`src/bgt_pkg.sv`:
```
package bgt_pkg;

	// Default depth of the source byte store
	localparam int SOURCE_BYTES_DEF = 65536;

	// Field widths
	localparam int BYTE_W     = 8;
	localparam int COORD_W    = 9;
	localparam int ADDR_IN_W  = 16;
	localparam int LIN_W      = 16;
	localparam int CFG_IDX_W  = 3;
	localparam int CFG_DATA_W = 8;

	localparam logic [BYTE_W-1:0] FULL_BYTE = 8'hff;

	// Source pixel layouts
	typedef enum logic [1:0] {
		MODE_GRAY    = 2'd0,
		MODE_MONO    = 2'd1,
		MODE_LCD_RGB = 2'd2,
		MODE_LCD_BGR = 2'd3
	} source_mode_t;

	// Texture formats
	localparam logic FMT_ALPHA = 1'b0;
	localparam logic FMT_RGBA  = 1'b1;

	// Item functions
	localparam logic FUNC_STORE = 1'b0;
	localparam logic FUNC_READ  = 1'b1;

	// Configuration register indexes
	typedef enum logic [CFG_IDX_W-1:0] {
		REG_SOURCE_MODE    = 3'd0,
		REG_TEXTURE_FORMAT = 3'd1,
		REG_PADDING_WIDTH  = 3'd2,
		REG_SOURCE_WIDTH   = 3'd3,
		REG_SOURCE_ROWS    = 3'd4,
		REG_ROW_PITCH      = 3'd5
	} reg_index_t;

	// Control of the single store port
	typedef struct packed {
		logic en;
		logic we;
	} store_req_t;

	// Divide an 8-bit value by three through a reciprocal multiply
	function automatic logic [BYTE_W-1:0] div3(input logic [BYTE_W-1:0] v);
		logic [15:0] p;
		p = 16'(v) * 16'd171;
		return 8'(p[15:9]);
	endfunction

endpackage

```
`src/bgt_wrap.sv`:
```
module bgt_wrap #(
	parameter int SOURCE_BYTES = bgt_pkg::SOURCE_BYTES_DEF
) (
	input  logic                              clk,
	input  logic [bgt_pkg::LIN_W-1:0]         lin,
	output logic [$clog2(SOURCE_BYTES)-1:0]   addr
);

	localparam int AW    = $clog2(SOURCE_BYTES);
	localparam int Q_W   = bgt_pkg::LIN_W - AW + 1;
	localparam int P_W   = bgt_pkg::LIN_W + 33;
	localparam logic [32:0] RECIP = 33'((64'd1 << 32) / SOURCE_BYTES);

	logic [P_W-1:0]               prod;
	logic [bgt_pkg::LIN_W-1:0]    lin_s1;
	logic [Q_W-1:0]               q_s1;
	logic [bgt_pkg::LIN_W:0]      rem;
	logic [AW-1:0]                addr_s2;

	// Estimate the quotient; it is exact or one short
	assign prod = P_W'(lin) * P_W'(RECIP);

	always_ff @(posedge clk) begin
		lin_s1 <= lin;
		q_s1   <= Q_W'(prod >> 32);
	end

	// Remainder lies below twice the depth: correct once
	assign rem = (bgt_pkg::LIN_W + 1)'(32'(lin_s1) - 32'(q_s1) * 32'(SOURCE_BYTES));

	always_ff @(posedge clk) begin
		if (32'(rem) >= SOURCE_BYTES) begin
			addr_s2 <= AW'(32'(rem) - SOURCE_BYTES);
		end else begin
			addr_s2 <= AW'(rem);
		end
	end

	assign addr = addr_s2;

endmodule

```
`config.mk`:
```
export PLATFORM = sky130hd
export DESIGN_NAME = bgt_wrap
export DESIGN_NICKNAME = d
export VERILOG_FILES = /design/src/bgt_pkg.sv /design/src/bgt_wrap.sv
export SDC_FILE = /design/constraint.sdc
export NUM_CORES = 1
export LEC_CHECK = 0
export BUFFER_PORTS_ARGS = -buffer_cell sky130_fd_sc_hd__buf_2
export CAP_MARGIN = 5
export CELL_PAD_IN_SITES_DETAIL_PLACEMENT = 0
export CELL_PAD_IN_SITES_GLOBAL_PLACEMENT = 2
export CORE_MARGIN = 2
export CORE_UTILIZATION = 24
export DETAILED_ROUTE_END_ITERATION = 8
export PLACE_DENSITY = 0.74
export SLEW_MARGIN = 20
export SYNTH_ARGS = -nofsm -noshare
export SYNTH_HDL_FRONTEND = slang
export SYNTH_SLANG_ARGS = --single-unit
```
`constraint.sdc`:
```
create_clock -name clk -period 0.8 [get_ports clk]
set_input_delay 0.12 -clock clk [delete_from_list [all_inputs] [get_ports clk]]
set_output_delay 0.12 -clock clk [all_outputs]
set_load 0.01 [all_outputs]
```
==> reports/summary.md <==
The run finished, with violations left. The checks that failed: negative setup slack. The die covers 3100 um^2. Sort of element at the start of the critical path: a flip-flop. Synthesis produced a netlist whose cell count is 32.

The slowest library cell on the worst path was dfxtp_1. In the global route stage, overall resource usage came out at 7.26%. Setup repair after global routing could not meet its margin everywhere. The largest incremental delay on the critical path came out at 0.32 ns.

The switching fraction of total power works out to 19.2%. The area added between synthesis and finish is 69.7%, and the post-route minimum period is 0.868 ns. After synthesis, the share of flip-flops with an asynchronous set or reset is 0%. The static leakage is 0.504 nW, and the final count of negative-setup-slack endpoints is 16. The H-tree was split into 2 levels. In the finished design, the share of the clock period the worst path needs comes to 108%.

The number of cell rows was 18. Summing all flip-flop and latch instances after layout gives 646 um^2. The biggest fanout along the worst timing path is 1, and the initial antenna violation count is 0. By count the netlist is led by dfxtp_1. The final cell count without fillers is 118.

The worst setup path is of the flip-flop to primary output kind. For this run the aggregate overflow at the end of global routing stands at 0. Class of the worst hold path: flip-flop to flip-flop. After synthesis the cells add up to 641 um^2. The maximum operating frequency came out at 1150 MHz. The sequential area share after synthesis was 100%. The main flop type after synthesis was dfxtp_1.

The floorplan step defined a core boundary enclosing 2500 um^2. Cells with a size suffix above 1 make up 47.7% of the layout. In this design, the largest share of critical-path delay is due to flip-flops.

For this design the total switching power over the nets is 0.531 mW. TritonCTS built the clock tree. Dividing the detail-routed via count by the number of cells gives 3.33. The max-cap check violation count is 0. For the first-pass GRT wire length, the log shows 1.55 mm.

After detailed routing, the average wire length per cell comes to 8.31 um. The run gives 232 as the count of filler cells inserted in the layout. The number of I/O pins came out at 33.

Routability-driven placement finished with a final weighted congestion of 0.564. Yosys mapped a number of flops with a built-in enable equal to 0. In this run the power density over the cells is 2540 nW/um^2.

Headroom to the max-slew limit came out at 94.3%. The signal on the critical path passes through buf_2. Synthesis inferred 32 register bits. The number of distinct library cells after synthesis is 1, and the worst hold-check slack is 0.331 ns. Registers are responsible for 61.5% of the overall power. In this run the vertical extent of the chip is 55.7 um. Entering global routing, the biggest net connects 10 pins. Summed over all instances, the cell type with the most area after synthesis is dfxtp_1. After synthesis, the largest area contributor takes up 100% of total cell area. The run gives 32 as the number of sinks handled by clock tree synthesis. In this run, placement finished with an instance count of 94. STA puts the critical path data required time at 0.68 ns. For the multi-input gate count, the log shows 0. For this configuration, the core starts out at a cell density of 25.6%. The clock passes through at most 2 buffers.

The width of the die was 55.7 um; the net count after synthesis was 49. The clock network accounts for 32.3% of the total power. VDD sags by at most 1.27 mV. STA classifies the critical path endpoint as a primary output.

The first TritonRoute pass finished after 2 iterations. The actual transition at the worst max-transition pin works out to 0.0850 ns. The run gives 0 as the number of warnings issued by yosys. The first-iteration detailed-routing DRC count is 2, and the synthesized area per cell is 20.0 um^2. The part of the power in combinational logic came out at 6.1%. CTS placed an instance of clkbuf_4 at the clock tree root. For the residual antenna-violating net count after detailed routing, the log shows 0. At the worst endpoint, the arrival time is 0.75 ns.

Between clock sinks in the finished design, the worst skew comes to 0.000500 ns. The internal power of the cells totals 2.23 mW. The clock-pin slew of the registers on the worst-case setup and hold paths is 0.08 ns, and the total area of multi-input combinational cells is 0 um^2. The number of port buffers is 32.

The number of clock buffers added by TritonCTS is 5. The most common cell in the synthesized netlist is dfxtp_1. The number of hold violations in the final report is 0, and the total wire length is 980 um.

The tools report the remaining design rule violation count as 0. At the end of the flow, the number of nets in the layout was 104. At the later pin of the worst-skew pair, clock insertion delay measures 0.31 ns. Sorting the synthesized cells by area gives the leading types as dfxtp_1.

The via count of the first global-routing pass is 386, and the count of buffer and inverter cells on the critical path is 1. Once layout is complete, the utilization of the core stands at 43.5%. The via total after detailed routing is 393. For the final number of max-transition violations, the log shows 0. The completed layout was analyzed and its total power is 2.76 mW. The count of inserted antenna diode cells came out at 0. The final worst setup slack was -0.0677 ns.
## power by group through the flow
| stage | Sequential (mW) | Clock (mW) | Combinational [mW] |
|---|---|---|---|
| 3_5_place_dp | 1.73 | 0 | 0.100 |
| 5_1_grt | 1.71 | 1.02 | 0.181 |
| 4_1_cts | 1.70 | 0.951 | 0.162 |
| 6_report | 1.70 | 0.893 | 0.169 |
| 2_1_floorplan | 1.75 | 0 | 0 |
| 3_3_place_gp | 1.73 | 0 | 0.0996 |
## logic make-up (layout without fill, tap and decap cells)
logic type,after synthesis,in the layout,synth area share (%)
DFF,32,32,100
buffers and inverters,0,56,0
## metrics by stage
stage | TNS [ns] | area [um^2] | setup WS [ns]
floorplan | 0 | 641 | 0.349
global placement | 0 | 838 | 0.275
detailed placement | 0 | 838 | 0.264
CTS | -1.39 | 1060 | -0.0981
global route | -1.72 | 1090 | -0.125
finish | -0.940 | 1090 | -0.0677
## cell type report
type | instances | area share [%]
Tap cell | 30 | 3.45
Sequential cell | 32 | 59.4
Clock buffer | 8 | 5.41
Timing Repair Buffer | 48 | 31.8
## what timing repair did
action / CTS / global route
endpoints found under the hold margin: 16 / 0
buffers inserted: 0 / 0
gates resized for setup: 2 / 6
hold buffers: 16 / 0
setup endpoints to repair: 16 / 16
## metal layers
layer / GRT usage [%] / wire length [um] / vias to the layer above
met5: 0 / 0 / -
met4: 7.32 / 17 / 0
met3: 5.12 / 123 / 3
met2: 10.9 / 498 / 24
met1: 6.08 / 341 / 161
li1: - / - / 205
## flip-flops by register name (all words and copies together), names as in the netlist
signal / flops
lin_s1: 16
addr: 16
## worst paths after layout
| kind | startpoint | to | slack (ns) | cells past startpoint |
|---|---|---|---|---|
| setup / recovery | addr[4] | addr[4] | -0.07 | 1 |
| hold / removal | lin_s1[15] | addr[15] | 0.33 | 0 |
| setup reg to reg | lin_s1[13] | addr[13] | 0.39 | 0 |
| hold reg to reg | lin_s1[15] | addr[15] | 0.33 | 0 |
## cells in the final DEF, fill, tap and decap left out
cell type       n
buf_2          28
buf_6           4
clkbuf_1        2
clkbuf_4        5
clkbuf_8        1
dfxtp_1        28
dfxtp_2         4
dlygate4sd3_1  16
(Power assumes the default switching activity.)
